### src/hdl/rmq_pkg.sv
`default_nettype none
// ----------------------------------------------------------------------------
// rmq_pkg: shared constants, types and helpers
// Fixed-point widths, stage counts and the output clamp for the rotation
// matrix to quaternion pipeline.
// ----------------------------------------------------------------------------
package rmq_pkg;

  localparam int FRAC_BITS = 14;
  localparam int EL_W      = 16;
  localparam int NUM_EL    = 9;
  localparam int IN_W      = NUM_EL * EL_W;
  localparam int OUT_W     = 4 * EL_W;
  localparam int USER_W    = 3;

  localparam int ONE       = 1 << FRAC_BITS;
  localparam int EL_POS    = (1 << (EL_W - 1)) - 1;
  localparam int EL_NEG    = 1 << (EL_W - 1);
  localparam int POS_MAX   = (ONE > EL_POS) ? EL_POS : ONE;
  localparam int NEG_MAX   = (ONE > EL_NEG) ? EL_NEG : ONE;

  // candidate sums and the shifted largest candidate
  localparam int CAND_W    = EL_W + 2;
  localparam int ONE_W     = FRAC_BITS + 2;
  localparam int S_W       = ((CAND_W > ONE_W) ? CAND_W : ONE_W) + 1;

  // square root
  localparam int SQ_IN_W   = S_W - 1 + FRAC_BITS;
  localparam int SQ_RW     = (SQ_IN_W + 1) / 2;
  localparam int SQ_PAD_W  = 2 * SQ_RW;
  localparam int SQ_REM_W  = SQ_RW + 2;
  localparam int SQ_LAT    = SQ_RW;
  localparam int V_W       = SQ_RW - 1;
  localparam int DEN_W     = SQ_RW + 1;

  // divider
  localparam int D_W       = EL_W + 1;
  localparam int N_W       = D_W + FRAC_BITS + 1;
  localparam int Q_W       = FRAC_BITS + 1;
  localparam int HI_W      = N_W - Q_W;
  localparam int CMP_W     = ((HI_W > DEN_W) ? HI_W : DEN_W) + 1;
  localparam int DIV_LAT   = Q_W + 1;

  // front end: two stages, back end: one setup stage before the divider
  localparam int PIPE_N    = 2 + SQ_LAT + 1 + DIV_LAT;

  localparam int MAG_A     = (Q_W > V_W) ? Q_W : V_W;
  localparam int MAG_W     = ((MAG_A > EL_W) ? MAG_A : EL_W) + 1;

  localparam logic [1:0] IDX_W = 2'd0;
  localparam logic [1:0] IDX_X = 2'd1;
  localparam logic [1:0] IDX_Y = 2'd2;
  localparam logic [1:0] IDX_Z = 2'd3;

  typedef struct packed {
    logic           sat;
    logic [Q_W-1:0] q;
  } div_res_t;

  // limit a magnitude to one (and to the element range), then apply sign
  function automatic logic [EL_W-1:0] sat_comp(input logic             force_lim,
                                              input logic [MAG_W-1:0] mag,
                                              input logic             neg);
    logic [MAG_W-1:0] lim;
    logic [MAG_W-1:0] m;
    lim = neg ? MAG_W'(NEG_MAX) : MAG_W'(POS_MAX);
    m   = (force_lim || (mag > lim)) ? lim : mag;
    return neg ? EL_W'(-m) : EL_W'(m);
  endfunction

endpackage
`default_nettype wire

### src/hdl/rmq_div.sv
`default_nettype none
// ----------------------------------------------------------------------------
// rmq_div: pipelined restoring divider with saturation
// Overflow check in the setup stage, then one quotient bit per stage.
// ----------------------------------------------------------------------------
module rmq_div (
  input  logic                      clk,
  input  logic                      en,
  input  logic [rmq_pkg::N_W-1:0]   num,
  input  logic [rmq_pkg::DEN_W-1:0] den,
  output rmq_pkg::div_res_t         res
);
  import rmq_pkg::*;

  logic [DEN_W-1:0] rem_r [DIV_LAT];
  logic [Q_W-1:0]   lo_r  [DIV_LAT];
  logic [Q_W-1:0]   q_r   [DIV_LAT];
  logic [DEN_W-1:0] den_r [DIV_LAT];
  logic             sat_r [DIV_LAT];

  logic [HI_W-1:0]  hi;
  logic             sat_nxt;

  // quotient would need more than Q_W bits
  assign hi      = num[N_W-1 -: HI_W];
  assign sat_nxt = CMP_W'(hi) >= CMP_W'(den);

  always_ff @(posedge clk) begin
    if (en) begin
      rem_r[0] <= sat_nxt ? '0 : DEN_W'(hi);
      lo_r[0]  <= num[Q_W-1:0];
      q_r[0]   <= '0;
      den_r[0] <= den;
      sat_r[0] <= sat_nxt;
    end
  end

  for (genvar k = 1; k < DIV_LAT; k++) begin : g_st
    logic [DEN_W:0] rem_sh;

    assign rem_sh = {rem_r[k-1], lo_r[k-1][Q_W-1]};

    always_ff @(posedge clk) begin
      if (en) begin
        if (rem_sh >= {1'b0, den_r[k-1]}) begin
          rem_r[k] <= DEN_W'(rem_sh - {1'b0, den_r[k-1]});
          q_r[k]   <= {q_r[k-1][Q_W-2:0], 1'b1};
        end else begin
          rem_r[k] <= DEN_W'(rem_sh);
          q_r[k]   <= {q_r[k-1][Q_W-2:0], 1'b0};
        end
        lo_r[k]  <= lo_r[k-1] << 1;
        den_r[k] <= den_r[k-1];
        sat_r[k] <= sat_r[k-1];
      end
    end
  end

  assign res.sat = sat_r[DIV_LAT-1];
  assign res.q   = q_r[DIV_LAT-1];

endmodule
`default_nettype wire
### config.mk
export PLATFORM = sky130hd
export DESIGN_NAME = rmq_div
export DESIGN_NICKNAME = d
export VERILOG_FILES = /design/src/hdl/rmq_pkg.sv /design/src/hdl/rmq_div.sv
export SDC_FILE = /design/constraint.sdc
export NUM_CORES = 1
export LEC_CHECK = 0
export ABC_AREA = 1
export BUFFER_PORTS_ARGS = -buffer_cell sky130_fd_sc_hd__buf_2
export CORE_MARGIN = 5
export CORE_UTILIZATION = 40
export CTS_CLUSTER_DIAMETER = 60
export DETAILED_ROUTE_END_ITERATION = 8
export HOLD_SLACK_MARGIN = 0.08
export SLEW_MARGIN = 20
export SYNTH_ARGS = -nofsm -noshare
export SYNTH_HDL_FRONTEND = slang
export SYNTH_SLANG_ARGS = --single-unit
### constraint.sdc
create_clock -name clk -period 2.3 [get_ports clk]
set_input_delay 0.46 -clock clk [delete_from_list [all_inputs] [get_ports clk]]
set_output_delay 0.46 -clock clk [all_outputs]
set_load 0.03 [all_outputs]
Word level (Yosys, flattened, before mapping) --
Memory sizes are Yosys's and may differ from the RTL's. Cells that the tools add are included.
Cells by class: bitwise gates (word level) 30, $add $sub $neg 15, $lt $le $gt $ge 16, mux-type cells 123
Operators by type and width (count):
- two-way mux 17 bit | 16
- >= comparator 18 x 17 -> 1 bit | 15
- subtractor 17 bit | 15
- two-way mux 15 bit | 15
- two-way mux 1 bit | 92
- OR 1 bit | 30
- >= comparator 17 bit | 1
Word-level totals: output and inout port bits 16, logic and storage cells 189, memory bits (writable) 1040, memories 5, register bits after elaboration 0
Memory list:
- den_r | words 16, width 17, rd ports 15, clocked after memory_dff 0, write ports 16, line rmq_div.sv:18 | logic [DEN_W-1:0] den_r [DIV_LAT];
- rem_r | words 16, width 17, rd ports 15, clocked after memory_dff 0, write ports 16, line rmq_div.sv:15 | logic [DEN_W-1:0] rem_r [DIV_LAT];
- lo_r | words 16, width 15, rd ports 15, clocked after memory_dff 0, write ports 16, line rmq_div.sv:16 | logic [Q_W-1:0] lo_r [DIV_LAT];
- q_r | words 16, width 15, rd ports 16, clocked after memory_dff 0, write ports 16, line rmq_div.sv:17 | logic [Q_W-1:0] q_r [DIV_LAT];
- sat_r | words 16, width 1, rd ports 16, clocked after memory_dff 0, write ports 16, line rmq_div.sv:19 | logic sat_r [DIV_LAT];

Logic depth before layout (Yosys ltp) --
depth after elaboration 5, mapped depth 15, depth with buffers taken out 14

Least setup slack after synthesis --
Ideal clock, no wire load.
kind register to register, from mem lo_r[0][119] in the netlist's numbering, to mem rem_r[1][6] in the netlist's numbering, data pin, setup slack 0.059 ns, buffers on the path 1, period minus slack after synthesis 2.241 ns, arrival 1.989 ns, library setup time 0.252 ns, stages on the path, launching flop included 16, cells stage by stage edfxtp_1 -> inv_1 -> ha_1 -> inv_1 -> fa_1 -> nand2_1 -> nand2_1 -> nand3b_1 -> nand2_1 -> nand2_1 -> nand2_1 -> nand2_2 -> nand2_2 -> buf_4 -> nand2_1 -> nand2_1
RTL lines (line):
- from (decl) | rmq_div.sv:16
- to (decl) | rmq_div.sv:15

==> results.cfg <==
[outcome]
status = finished clean

[drt]
viasPerCell = 4.69
vias = 32800
drt_iter0_drc = 2246
drc = 0
wl_per_cell_um = 15.1
wl_mm = 106
ant_nets = 0
dr.pass1.iters = 9

[cts]
clockRootBuffer = clkbuf_16
htreeDepth = 3
clock_latency_ns = 0.68
cts.clk_slew.worst_paths_ns = 0.06
cts_buffer_depth = 3
tritoncts = built
numCtsBuffers = 99
cts_sinks = 766

[power_and_ir_drop]
power.internal_mw = 37.6
leakagePower_nw = 26.1
p_clk_share_pct = 24.6
power-per-cell-area_mw_per_mm2 = 1170
power_frac_seq_pct = 34.6
p_switching_mw = 23.6
p_sw_share_pct = 38.6
peakVddDrop_mv = 0.706
combPwrFrac_pct = 40.8

[yosys]
ys_ff_latch = 766
ys_types = 39
syn_inst = 5062
synth.area.top_cells = edfxtp_1 (53%), nand2_1 (16%), inv_1 (8.5%)
yosys.area.top_type = edfxtp_1
yosys_warnings = 0
yosysSeqAreaShare_pct = 52.6
synth_top_area_share_pct = 52.5
syn_area_mm2 = 0.0437
synth_fp_nets = 5399
syn_avg_cell_area_um2 = 8.64

[final_layout]
final_area_mm2 = 0.0524
n_antenna_cell = 0
fill_cells = 10200
drive_above_1_share_pct = 13.5
layout_common_cells = nand2_1 (1,794), inv_1 (987), edfxtp_1 (765)
fin_cells = 6990
syn_to_final_growth_pct = 19.9
fin_nets = 5832
final_common_cell = nand2_1

[timing]
worst_slew_margin_rel_pct = 33.8
fin_setup_tns_ns = 0
setup_viol = 0
hold_violations = 0
whs_ns = 0.135
tightest_slew_ns = 0.992
period_share_pct = 98.3
maxSlewViolCount = 0
skew_ns = 0.0305
rsz0062_at_grt = true
min_period_ns = 2.26
maxClockFrequency_ghz = 0.442

[critical_path]
path_max_fanout = 17
worstPathCellList = ha_1 > nand2_1 > nor3_1 > buf_4 > a31oi_4 > buf_4 > nand3_1 > nand2_1
end_kind = flop
crit_required_ns = 2.73
cp_num_buf_inv = 2
cp_data_arrival_time_ns = 2.69
cpLargestDelayFamily = simple AND/OR/NAND/NOR gates
start_kind = flop
critical_path.max_stage_delay_ns = 0.43
crit_slowest_cell = edfxtp_1
path_class = reg -> reg

[die]
die_area_mm2 = 0.116
core_region_area_mm2 = 0.109
die_w_um = 341
fp-row-count = 121
die_h_um = 341
initial_utilization_pct = 40.2
ios = 67

[grt]
grt_pass1_vias = 31500
grt_overflow = 0
grt_max_degree = 166
grt_pass1_wl_mm = 166
antenna_found_initial = 0
grt_use_total_pct = 17.8

[place]
io_buffers = 66
dp_hpwl_mm = 80.4
gp_congestion = 0.894
placed_cells = 6693
placed_area_mm2 = 0.0473

[job]
drv_cap = 0

[worst_hold_path]
hp-class = in -> reg
## sequential cells by signal, indices dropped and copies added (netlist names)
register,count
sat_r,16
rem_r,255
den_r,255
lo_r,120
q_r,120
## kinds of logic (layout without fill, tap and decap cells)
kind of cell,after synthesis,count (layout),share of synthesized area (%)
flops,766,766,52.6
simple gates,2639,2641,24.8
buf+inv,1073,1585,9.61
compound gates,195,195,2.51
xor+xnor,103,103,2.06
fa+ha+maj,286,286,8.42
## path summary, 6_finish.rpt
path,startpoint,end,slack (ns),cells after the start
setup / recovery,rem_r[0][38]$_DFFE_PP_,rem_r[0][63]$_DFFE_PP_,0.04,8
hold / removal,num[26],rem_r[0][11]$_SDFFCE_PP0P_,0.13,3
setup reg to reg,rem_r[0][38]$_DFFE_PP_,rem_r[0][63]$_DFFE_PP_,0.04,8
hold reg to reg,lo_r[0][53]$_DFFE_PP_,lo_r[0][69]$_DFFE_PP_,0.41,0
## metrics by stage
stage / total power, mW / setup WS, ns / util (%)
2_1_floorplan: 37.3 / 0.0587 / -
3_3_place_gp: 44.7 / -0.144 / 43.5
3_5_place_dp: 45.0 / -0.130 / 43.5
4_1_cts: 60.6 / 0.000103 / 47.0
5_1_grt: 66.2 / -0.0634 / 48.2
6_report: 61.3 / 0.0397 / 48.2
## cell type report
class | instances | area, um^2 | area share [%]
sequential | 766 | 23000 | 43.9
multi-input combinational | 3225 | 17300 | 33.1
inverter | 995 | 3730 | 7.12
timing repair buffer | 408 | 3380 | 6.45
clock buffer | 120 | 2620 | 5.00
tap | 1414 | 1770 | 3.37
clock inverter | 62 | 601 | 1.15
## cells in the mapped netlist (all sizes together)
cell type,instances
xor2,74
o21ai,23
buf,52
a21oi,155
inv,995
nand3b,3
fa,14
nand3,426
and2,23
or2,14
dfxtp,1
nor4,2
o21bai,6
nand2,1878
nor2,219
clkbuf,26
ha,272
edfxtp,765
nand4,25
a21o,3
o21a,5
xnor2,29
nor3,44
a31oi,3
or3b,1
or3,4
## power by group through the flow
stage	sequential, mW	clock, mW	combinational, mW
after floorplan	20.3	0	17.1
after global placement	21.4	0	23.3
after detailed placement	21.4	0	23.6
after CTS	21.1	15.5	23.9
after global routing	21.4	16.2	28.7
final	21.2	15.1	25.0
## worst register-to-register path, stage by stage (launching register included)
cell and delay, ns:
edfxtp_1 0.43, ha_1 0.41, nand2_1 0.12, nor3_1 0.31, buf_4 0.19, a31oi_4 0.12
buf_4 0.26, nand3_1 0.12, nand2_1 0.06
## layer usage
| metal | global-route usage [%] | share of wire [%] |
|---|---|---|
| met5 | 0 | 0 |
| met4 | 6.08 | 3.2 |
| met3 | 2.78 | 4.7 |
| met2 | 29.5 | 47 |
| met1 | 23.8 | 45 |
## timing repair
action                                 4_1_cts  5_1_grt
hold buffers                                42        0
endpoints found under the hold margin       42        0
buffers inserted                            13       51
gates resized for setup                     22      201
cloned                                       0        9
setup endpoints to repair                  165      233
pin swaps                                    5       64
Note: power is estimated with default switching activity, not from simulation.
