$ cat src/hdl/rmq_pkg.sv
`default_nettype none
// ----------------------------------------------------------------------------
// rmq_pkg: shared constants, types and helpers
// Fixed-point widths, stage counts and the output clamp for the rotation
// matrix to quaternion pipeline.
// ----------------------------------------------------------------------------
package rmq_pkg;

  localparam int FRAC_BITS = 14;
  localparam int EL_W      = 16;
  localparam int NUM_EL    = 9;
  localparam int IN_W      = NUM_EL * EL_W;
  localparam int OUT_W     = 4 * EL_W;
  localparam int USER_W    = 3;

  localparam int ONE       = 1 << FRAC_BITS;
  localparam int EL_POS    = (1 << (EL_W - 1)) - 1;
  localparam int EL_NEG    = 1 << (EL_W - 1);
  localparam int POS_MAX   = (ONE > EL_POS) ? EL_POS : ONE;
  localparam int NEG_MAX   = (ONE > EL_NEG) ? EL_NEG : ONE;

  // candidate sums and the shifted largest candidate
  localparam int CAND_W    = EL_W + 2;
  localparam int ONE_W     = FRAC_BITS + 2;
  localparam int S_W       = ((CAND_W > ONE_W) ? CAND_W : ONE_W) + 1;

  // square root
  localparam int SQ_IN_W   = S_W - 1 + FRAC_BITS;
  localparam int SQ_RW     = (SQ_IN_W + 1) / 2;
  localparam int SQ_PAD_W  = 2 * SQ_RW;
  localparam int SQ_REM_W  = SQ_RW + 2;
  localparam int SQ_LAT    = SQ_RW;
  localparam int V_W       = SQ_RW - 1;
  localparam int DEN_W     = SQ_RW + 1;

  // divider
  localparam int D_W       = EL_W + 1;
  localparam int N_W       = D_W + FRAC_BITS + 1;
  localparam int Q_W       = FRAC_BITS + 1;
  localparam int HI_W      = N_W - Q_W;
  localparam int CMP_W     = ((HI_W > DEN_W) ? HI_W : DEN_W) + 1;
  localparam int DIV_LAT   = Q_W + 1;

  // front end: two stages, back end: one setup stage before the divider
  localparam int PIPE_N    = 2 + SQ_LAT + 1 + DIV_LAT;

  localparam int MAG_A     = (Q_W > V_W) ? Q_W : V_W;
  localparam int MAG_W     = ((MAG_A > EL_W) ? MAG_A : EL_W) + 1;

  localparam logic [1:0] IDX_W = 2'd0;
  localparam logic [1:0] IDX_X = 2'd1;
  localparam logic [1:0] IDX_Y = 2'd2;
  localparam logic [1:0] IDX_Z = 2'd3;

  typedef struct packed {
    logic           sat;
    logic [Q_W-1:0] q;
  } div_res_t;

  // limit a magnitude to one (and to the element range), then apply sign
  function automatic logic [EL_W-1:0] sat_comp(input logic             force_lim,
                                              input logic [MAG_W-1:0] mag,
                                              input logic             neg);
    logic [MAG_W-1:0] lim;
    logic [MAG_W-1:0] m;
    lim = neg ? MAG_W'(NEG_MAX) : MAG_W'(POS_MAX);
    m   = (force_lim || (mag > lim)) ? lim : mag;
    return neg ? EL_W'(-m) : EL_W'(m);
  endfunction

endpackage
`default_nettype wire

$ cat src/hdl/rmq_isqrt.sv
`default_nettype none
// ----------------------------------------------------------------------------
// rmq_isqrt: pipelined integer square root
// Floor square root, one result bit per stage, SQ_LAT stages, global enable.
// ----------------------------------------------------------------------------
module rmq_isqrt (
  input  logic                         clk,
  input  logic                         en,
  input  logic [rmq_pkg::SQ_PAD_W-1:0] x,
  output logic [rmq_pkg::SQ_RW-1:0]    root
);
  import rmq_pkg::*;

  logic [SQ_REM_W-1:0] rem_r  [SQ_RW];
  logic [SQ_RW-1:0]    root_r [SQ_RW];
  logic [SQ_PAD_W-1:0] x_r    [SQ_RW];

  for (genvar k = 0; k < SQ_RW; k++) begin : g_st
    logic [SQ_REM_W-1:0] rem_in;
    logic [SQ_RW-1:0]    root_in;
    logic [SQ_PAD_W-1:0] x_in;
    logic [SQ_REM_W-1:0] rem_sh;
    logic [SQ_REM_W-1:0] trial;

    if (k == 0) begin : g_first
      assign rem_in  = '0;
      assign root_in = '0;
      assign x_in    = x;
    end else begin : g_next
      assign rem_in  = rem_r[k-1];
      assign root_in = root_r[k-1];
      assign x_in    = x_r[k-1];
    end

    // bring down the next two radicand bits, try (4*root + 1)
    assign rem_sh = {rem_in[SQ_RW-1:0], x_in[SQ_PAD_W-1 -: 2]};
    assign trial  = {root_in, 2'b01};

    always_ff @(posedge clk) begin
      if (en) begin
        if (rem_sh >= trial) begin
          rem_r[k]  <= rem_sh - trial;
          root_r[k] <= {root_in[SQ_RW-2:0], 1'b1};
        end else begin
          rem_r[k]  <= rem_sh;
          root_r[k] <= {root_in[SQ_RW-2:0], 1'b0};
        end
        x_r[k] <= x_in << 2;
      end
    end
  end

  assign root = root_r[SQ_RW-1];

endmodule
`default_nettype wire

$ cat config.mk
export PLATFORM = sky130hd
export DESIGN_NAME = rmq_isqrt
export DESIGN_NICKNAME = d
export VERILOG_FILES = /design/src/hdl/rmq_pkg.sv /design/src/hdl/rmq_isqrt.sv
export SDC_FILE = /design/constraint.sdc
export NUM_CORES = 1
export LEC_CHECK = 0
export ABC_AREA = 1
export BUFFER_PORTS_ARGS = -buffer_cell sky130_fd_sc_hd__buf_4
export CAP_MARGIN = 10
export CORE_MARGIN = 8
export CORE_UTILIZATION = 30
export CTS_CLUSTER_DIAMETER = 30
export CTS_CLUSTER_SIZE = 10
export DETAILED_ROUTE_END_ITERATION = 10
export MAX_ROUTING_LAYER = met4
export PLACE_DENSITY = 0.45
export SETUP_SLACK_MARGIN = 0.2
export SLEW_MARGIN = 20
export SYNTH_ARGS = -nofsm -noshare
export SYNTH_HDL_FRONTEND = slang
export SYNTH_SLANG_ARGS = --single-unit
$ cat constraint.sdc
create_clock -name clk -period 1.8 [get_ports clk]
set_input_delay 0.18 -clock clk [delete_from_list [all_inputs] [get_ports clk]]
set_output_delay 0.18 -clock clk [all_outputs]
set_load 0.02 [all_outputs]
### Word level (Yosys, flattened, before mapping)

Memories as Yosys holds them, arrays and structs flattened.
Index checks and enable logic that the tools add are counted.

* add/sub/neg operators: 16
* order comparisons: 16
* mux-type cells: 130
* bitwise operators: 32

Operator list (number)
* 18-bit two-way mux: 16
* 18-bit greater-or-equal comparator: 15
* 18-bit subtractor: 15
* 16-bit two-way mux: 16
* 1-bit two-way mux: 98
* 1-bit bitwise OR: 32
* 2-bit by 1-bit subtractor with 3-bit output (second input constant): 1
* 2-bit by 1-bit greater-or-equal comparator with 1-bit output (second input constant): 1

* flip-flop bits (word level): 0
* RAM bits: 1024
* input bits: 34
* output and inout port bits: 16
* word-level logic and storage cells: 197
* memories kept: 3

Memory list
* x_r: depth 16, bits a word 30, rd ports 15, clocked after memory_dff 0, wr ports 16, RTL line rmq_isqrt.sv:16 `logic [SQ_PAD_W-1:0] x_r [SQ_RW];`
* rem_r: depth 16, bits a word 18, rd ports 15, clocked after memory_dff 0, wr ports 16, RTL line rmq_isqrt.sv:14 `logic [SQ_REM_W-1:0] rem_r [SQ_RW];`
* root_r: depth 16, bits a word 16, rd ports 16, clocked after memory_dff 0, wr ports 16, RTL line rmq_isqrt.sv:15 `logic [SQ_RW-1:0] root_r [SQ_RW];`

### Logic depth before layout (Yosys ltp)

Gate-level depths: netlist (run 1).
An unclocked memory read counts as a cell.

* depth after elaboration: 6
* mapped depth: 13
* depth with buffers taken out: 13

### Worst setup path before layout (run 1)

No wires, ideal clock.

* path type: register to register
* start point: memory rem_r[1][96] (netlist name)
* end point: memory rem_r[1][115] (netlist name), data pin
* library setup time: 0.252 ns
* arrival time: 1.669 ns
* required time: 1.548 ns
* path slack: -0.122 ns
* stages on the path, launching flop included: 13
* buffers on the path: 1
* clock period less this slack: 1.922 ns
* cell sequence: edfxtp_1 ha_1 nand2_1 inv_2 nand2_1 nand2_1 a21oi_2 nand3_2 nand2_4 nand2_4 buf_6 nand2_1 nand2_1

RTL lines (RTL line)
* from (decl): rmq_isqrt.sv:14

==> results of run 1 <==
registers in the layout (all words and copies together) (netlist names):
name    cells
x_r       240
rem_r     224
root_r    136
through the flow:
stage	instances	total power [mW]	hold slack, ps
3_5_place_dp	5229	29.4	359
4_1_cts	5642	57.1	20.4
5_1_grt	5756	61.1	37.3
6_report	5756	58.0	61.7
3_3_place_gp	5229	29.4	359
2_1_floorplan	3200	24.7	279
worst register-to-register path: stages, from the launching register on:
cell	delay, ps
edfxtp_1	440
ha_4	340
nand2_4	70
nor2_1	120
nand2_2	90
o211ai_4	280
nor2_4	90
buf_12	140
nand2_2	40
o21ai_1	60
buf_4	120
per-layer routing:
metal	vias to the layer above	share of wire	global-route usage
li1	12800	-	-
met1	11500	0.46	0.179
met2	349	0.48	0.236
met3	146	0.036	0.0314
met4	0	0.024	0.0492
met5	-	0	-
placed cells by master, fill, tap and decap left out, types with 33 or more instances in the layout:
| cell | count |
|---|---|
| buf_4 | 795 |
| edfxtp_1 | 599 |
| nand2_1 | 572 |
| inv_1 | 421 |
| nor2_1 | 195 |
| nand2_2 | 178 |
| clkbuf_16 | 150 |
| inv_2 | 117 |
| nand3_1 | 115 |
| ha_4 | 106 |
| nand2_4 | 86 |
| nand3_2 | 82 |
| buf_6 | 82 |
| nor2_4 | 63 |
| nand4_1 | 59 |
| xor2_1 | 56 |
| a21oi_2 | 49 |
| a21oi_1 | 47 |
| o21ai_2 | 42 |
| nor2_2 | 41 |
| ha_1 | 41 |
| nor3_1 | 36 |
| dlygate4sd3_1 | 33 |
layout make-up:
| cell class | instances | area, µm² | area share |
|---|---|---|---|
| sequential | 600 | 18000 | 0.359 |
| clock inverter | 102 | 1270 | 0.0253 |
| inverter | 551 | 2120 | 0.0423 |
| multi-input combinational | 2011 | 15300 | 0.304 |
| tap | 1380 | 1730 | 0.0344 |
| timing repair buffer | 952 | 8100 | 0.161 |
| clock buffer | 157 | 3670 | 0.0732 |
| timing repair inverter | 3 | 36.3 | 0.000723 |
how the worst min path moves through the flow:
stage                     startpoint  slack, ps  cells after the start           to
after global routing              en         40                      2   x_r[0][69]
after global placement         x[17]        360                      1   x_r[0][17]
after floorplan                 x[0]        280                      0    x_r[0][0]
after CTS                         en         20                      2   x_r[0][69]
after detailed placement       x[18]        360                      1   x_r[0][18]
final                             en         60                      2  x_r[0][226]
timing repair:
item	CTS	global route
buffers inserted	109	107
endpoints found under the setup margin	234	236
gates cloned	12	7
resized for setup	309	534
pin swaps	133	243
endpoints found under the hold margin	35	0
hold buffers	33	0
where the power goes:
group          internal (mW)  switching, mW  total (mW)  leakage, nW
combinational           6.92           7.19        14.1         13.7
clock                   17.5           8.25        25.7         2.38
sequential              17.3          0.913        18.2         5.77
total                   41.7           16.4        58.0         21.9
cells by family after synthesis:
| group | share of synthesized area |
|---|---|
| xor gates and xnor gates | 0.0279 |
| AOI/OAI and AO/OA | 0.0471 |
| buffers and inverters | 0.0765 |
| DFF | 0.579 |
| and+or+nand+nor | 0.208 |
| adders and majority gates | 0.0616 |
==> run_results.csv, run 1 <==
group,metric,value,unit
sta,max_freq,491,MHz
synth,synth_top_area_cell,"edfxtp_1",
flow_run,max-cap-violations,0,
critical_path,crit_top_cell,"nand2_2",
critical_path,critPathCaptureType,"flip-flop",
sta,hold_viol_final,0,
clock_tree,cts-root-buf,"clkbuf_16",
finish,n_fill_cell,9479,
finish,finalNetCount,4450,
run_status,outcome,"finished, violations left",
clock_tree,h-tree-depth,4,
critical_path,crit_buf_inv,2,
worst_hold_path,hp-class,"in2reg",
floorplan,die_w,338,µm
finish,finalInstanceArea,50200,µm²
route,vias,24800,
finish,drive_gt1_frac,0.465,
synth,synthDistinctLibCells,55,
floorplan,coreArea,103000,µm²
sta,setup_viol,206,
critical_path,endpoint,"rem_r[1][6]",
critical_path,crit_path_start_kind,"flip-flop",
power_and_ir_drop,vdd_drop_max,0.923,mV
critical_path,rr_endpoint,"rem_r[1][6]",
power_and_ir_drop,power.leakage,21.9,nW
route,drt_pass1_iterations,4,
finish,num_antenna_cells,0,
floorplan,initial_core_util,0.301,
place,dp_slack,-246,ps
critical_path,rrSetupSlack,-240,ps
clock_tree,cts_buffers,144,
critical_path,worst_path_max_delay_cell,"edfxtp_1",
synth,syn_inst,3200,
sta,skew,35.9,ps
sta,rsz0062_at_grt,"yes",
synth,ys_seq_area_frac,0.579,
critical_path,cp_slowest_stage_delay,440,ps
power_and_ir_drop,powerDensity,1160,nW/µm²
place,postPlaceCellArea,39800,µm²
global_route,grt_pass1_wl,129,mm
global_route,grt_max_degree,80,
floorplan,ios,50,
sta,worst_slack,-236,ps
sta,tightest_slew,487,ps
synth,synth.area.top_cells,"edfxtp_1 (58%), nand2_1 (10%), inv_1 (6.5%)",
sta,drv_slew,0,
critical_path,critical_path.max_fanout,6,
sta,period_needed,2040,ps
global_route,antenna_found_initial,0,
synth,ys.flop_type,"edfxtp_1",
synth,ys_warn_count,0,
global_route,grt_overflow_total,0,
synth,synth_edf_count,599,
synth,async_flop_share,0,
route,avgRoutedWirePerCell,14.2,µm
synth,synth.most_common_cell,"nand2_1",
route,drtIter0Drc,1188,
route,finalWirelength,81.7,mm
clock_tree,worstSkewPairLatency,720,ps
run_status,violations,"negative setup slack",
clock_tree,cts_buffer_depth,3,
critical_path,cp_top_family,"flip-flops",
synth,yosys.area.top_type_share,0.579,
synth,syn_area,31100,µm²
clock_tree,numClockSinks,600,
place,port_buffers,49,
sta,fin_setup_tns,-28490,ps
clock_tree,clk_transition_reported_paths,50,ps
synth,synth_common_cells,"nand2_1 (826), edfxtp_1 (599), inv_1 (541)",
critical_path,cp.required,2280,ps
sta,min_period_over_period,1.13,
global_route,grt_pass1_vias,25100,
critical_path,crit_path_start,"rem_r[0][129]",
finish,area_delta_synth_final,61.4,%
critical_path,timing.rr.start,"rem_r[0][129]",
floorplan,die_y,338,µm
sta,max-slew-margin-rel,0.676,
synth,synth_fp_nets,3387,
critical_path,crit_chain,"ha_4, nand2_4, nor2_1, nand2_2, o211ai_4, nor2_4, buf_12, nand2_2, o21ai_1, buf_4",
floorplan,dieArea,114000,µm²
floorplan,rows,118,
global_route,grt_util_all_layers,0.145,
finish,post-route-util,0.486,
clock_tree,tritoncts,"done",
place,dp_hpwl,58.0,mm
place,place.gp.congestion,0.824,
route,drt-vias-per-instance,4.30,
critical_path,ff2ff_path_depth,10,
critical_path,cp.depth,10,
route,drc,0,
synth,postSynthAreaPerCell,9.72,µm²
critical_path,worstSetupPathType,"reg2reg",
synth,synth-seq-cells,600,
route,antenna_left,0,
critical_path,critPathArrivalTime,2520,ps
Power figures use the tool's default switching activity.
==> run 2, diff against run 1 <==
CORE_MARGIN = default   (was 8)
CORE_UTILIZATION = 45   (was 30)
PLACE_DENSITY = 0.62   (was 0.45)
clock period = 1.7 ns   (was 1.8 ns; I/O delays follow)
==> run 2 against run 1 <==
  * The run still ends with negative setup slack left
  * Sequential power up 6%
  * Clock skew rose by 18 ps
  * Power shrank 0.41%
  * Critical path type unchanged
  * Critical endpoint is now rem_r[1][32]
  * Largest cell class unchanged
  * Highest routed layer unchanged
==> run_results.csv, run 2 (synthesis gave the netlist of run 1 again) <==
group,metric,value,unit
floorplan,initial_core_util,0.454,
sta,skew,54.1,ps
route,finalWirelength,84.1,mm
place,port_buffers,49,
floorplan,coreArea,68500,µm²
critical_path,worst_path_max_delay_cell,"edfxtp_1",
floorplan,rows,96,
critical_path,endpoint,"rem_r[1][32]",
flow_run,max-cap-violations,0,
power_and_ir_drop,finalPower,57.8,mW
sta,min_period_over_period,1.22,
global_route,grt_util_all_layers,0.239,
critical_path,timing.rr.start,"root_r[1][5]",
run_status,violations,"negative setup slack",
global_route,grt_pass1_wl,131,mm
route,drc,0,
critical_path,cp.depth,13,
sta,rsz0062_at_grt,"yes",
critical_path,critPathCaptureType,"flip-flop",
route,drt-vias-per-instance,4.89,
power_and_ir_drop,powerDensity,1170,nW/µm²
finish,finalInstanceArea,49400,µm²
floorplan,ios,50,
route,vias,25800,
critical_path,crit_chain,"inv_2, ha_4, nand2_2, nand2_2, nand2_2, nand2_2, a21oi_4, buf_12, buf_4, buf_6, nand2_2, nor2_2, xor2_1",
finish,area_delta_synth_final,59.0,%
clock_tree,clk_transition_reported_paths,50,ps
critical_path,rr_endpoint,"rem_r[1][32]",
critical_path,crit_path_start,"root_r[1][5]",
sta,tightest_slew,648,ps
critical_path,cp_top_family,"buffers and inverters",
clock_tree,cts_buffer_depth,3,
sta,holdWs,48.6,ps
critical_path,critical_path.max_fanout,5,
global_route,grt_pass1_vias,26400,
clock_tree,tritoncts,"done",
place,postPlaceCellArea,39600,µm²
place,place.gp.congestion,0.884,
critical_path,cp.required,2100,ps
floorplan,die_w,265,µm
finish,final_common_cell,"buf_4",
sta,max_freq,482,MHz
critical_path,crit_buf_inv,4,
route,drt_pass1_iterations,7,
sta,period_needed,2070,ps
finish,post-route-util,0.722,
clock_tree,h-tree-depth,3,
critical_path,crit_top_cell,"nand2_2",
floorplan,dieArea,70100,µm²
finish,reg_top3,"x_r x240, rem_r x224, root_r x136",
critical_path,cp_slowest_stage_delay,430,ps
sta,max-slew-margin-rel,0.568,
power_and_ir_drop,power.leakage,21.6,nW
sta,hold_viol_final,0,
route,avgRoutedWirePerCell,15.9,µm
finish,finalNetCount,4491,
route,antenna_left,0,
finish,drive_gt1_frac,0.488,
critical_path,crit_path_start_kind,"flip-flop",
critical_path,rrSetupSlack,-370,ps
critical_path,worstSetupPathType,"reg2reg",
power_and_ir_drop,vdd_drop_max,1.10,mV
clock_tree,numClockSinks,600,
sta,drv_slew,0,
global_route,grt_overflow_total,0,
clock_tree,cts-root-buf,"clkbuf_16",
global_route,antenna_found_initial,0,
run_status,outcome,"finished, violations left",
finish,n_fill_cell,4677,
route,drtIter0Drc,1526,
sta,setup_viol,220,
floorplan,die_y,265,µm
critical_path,ff2ff_path_depth,13,
finish,largest_reg_flops,240,
finish,regMostFlops,"x_r",
worst_hold_path,hp-class,"in2reg",
place,dp_hpwl,56.5,mm
critical_path,critPathArrivalTime,2470,ps
global_route,grt_max_degree,111,
finish,num_antenna_cells,0,
clock_tree,worstSkewPairLatency,670,ps
clock_tree,cts_buffers,119,
finish,final_cell_mix,"buf_4 (858), edfxtp_1 (599), nand2_1 (546), inv_1 (403), nand2_2 (212)",
sta,worst_slack,-373,ps
run 2: cell count changes in the layout (fill, tap and decap cells not counted), moves of 13 or more:
| cell | before | now |
|---|---|---|
| clkbuf_16 | 150 | 121 |
| nor2_2 | 41 | 54 |
| nand2_2 | 178 | 212 |
| buf_4 | 795 | 858 |
| nor2_1 | 195 | 181 |
| inv_1 | 421 | 403 |
| nand2_1 | 572 | 546 |
| clkinv_4 | 4 | 19 |
| inv_2 | 117 | 130 |
run 2: worst reg2reg max path: cells and delay by family, from the launching register on:
kind / cells / cell delay (ps)
and+or+nand+nor: 6 / 430
AOI/OAI and AO/OA: 1 / 170
buffers and inverters: 4 / 460
xor gates and xnor gates: 1 / 90
DFF: 1 / 430
adders and majority gates: 1 / 230
run 2: worst min path at each step:
stage / start / endpoint / slack [ps] / depth (start not counted)
after floorplan: x[0] / x_r[0][0] / 270 / 0
after global placement: x[0] / x_r[0][0] / 350 / 1
after detailed placement: x[26] / x_r[0][26] / 350 / 1
after CTS: en / root_r[1][0] / 10 / 4
after global routing: en / root_r[1][0] / 20 / 4
final: en / root_r[1][0] / 50 / 4
run 2: per-layer routing:
layer,part of all wire,global-route usage,up-vias
li1,-,-,12900
met1,0.41,0.277,12300
met2,0.53,0.426,486
met3,0.030,0.0341,179
met4,0.030,0.0789,0
met5,0,-,-
run 2: cell type report:
| type | instances | area (µm²) | area share |
|---|---|---|---|
| clock buffers | 131 | 3070 | 0.0620 |
| clock inverters | 92 | 982 | 0.0199 |
| inverters | 551 | 2130 | 0.0430 |
| multi-input cells | 2017 | 15600 | 0.315 |
| flip-flops and latches | 600 | 18000 | 0.364 |
| well taps | 882 | 1100 | 0.0223 |
| repair buffers | 1014 | 8550 | 0.173 |
| repair inverters | 1 | 7.51 | 0.000152 |
run 2: what timing repair did:
action                                  4_1_cts  5_1_grt
resized for setup                           469      416
gates cloned                                 16        3
endpoints found under the setup margin      236      236
setup buffers                               147       91
hold buffers                                 32        0
hold endpoints to repair                     32        0
pin swaps                                   258      259
run 2: per-stage QoR:
stage / setup TNS (ps) / setup WS [ps] / instances
6_report: -49710 / -373 / 5288
5_1_grt: -66070 / -445 / 5288
3_3_place_gp: -49590 / -370 / 4776
2_1_floorplan: -10310 / -147 / 3200
3_5_place_dp: -56200 / -402 / 4776
4_1_cts: -42810 / -284 / 5194
run 2: where the power goes:
group,internal [mW],switching (mW),leakage (nW)
Combinational,7.61,8.07,13.9
Clock,14.9,7.94,1.93
Sequential,18.3,0.991,5.77
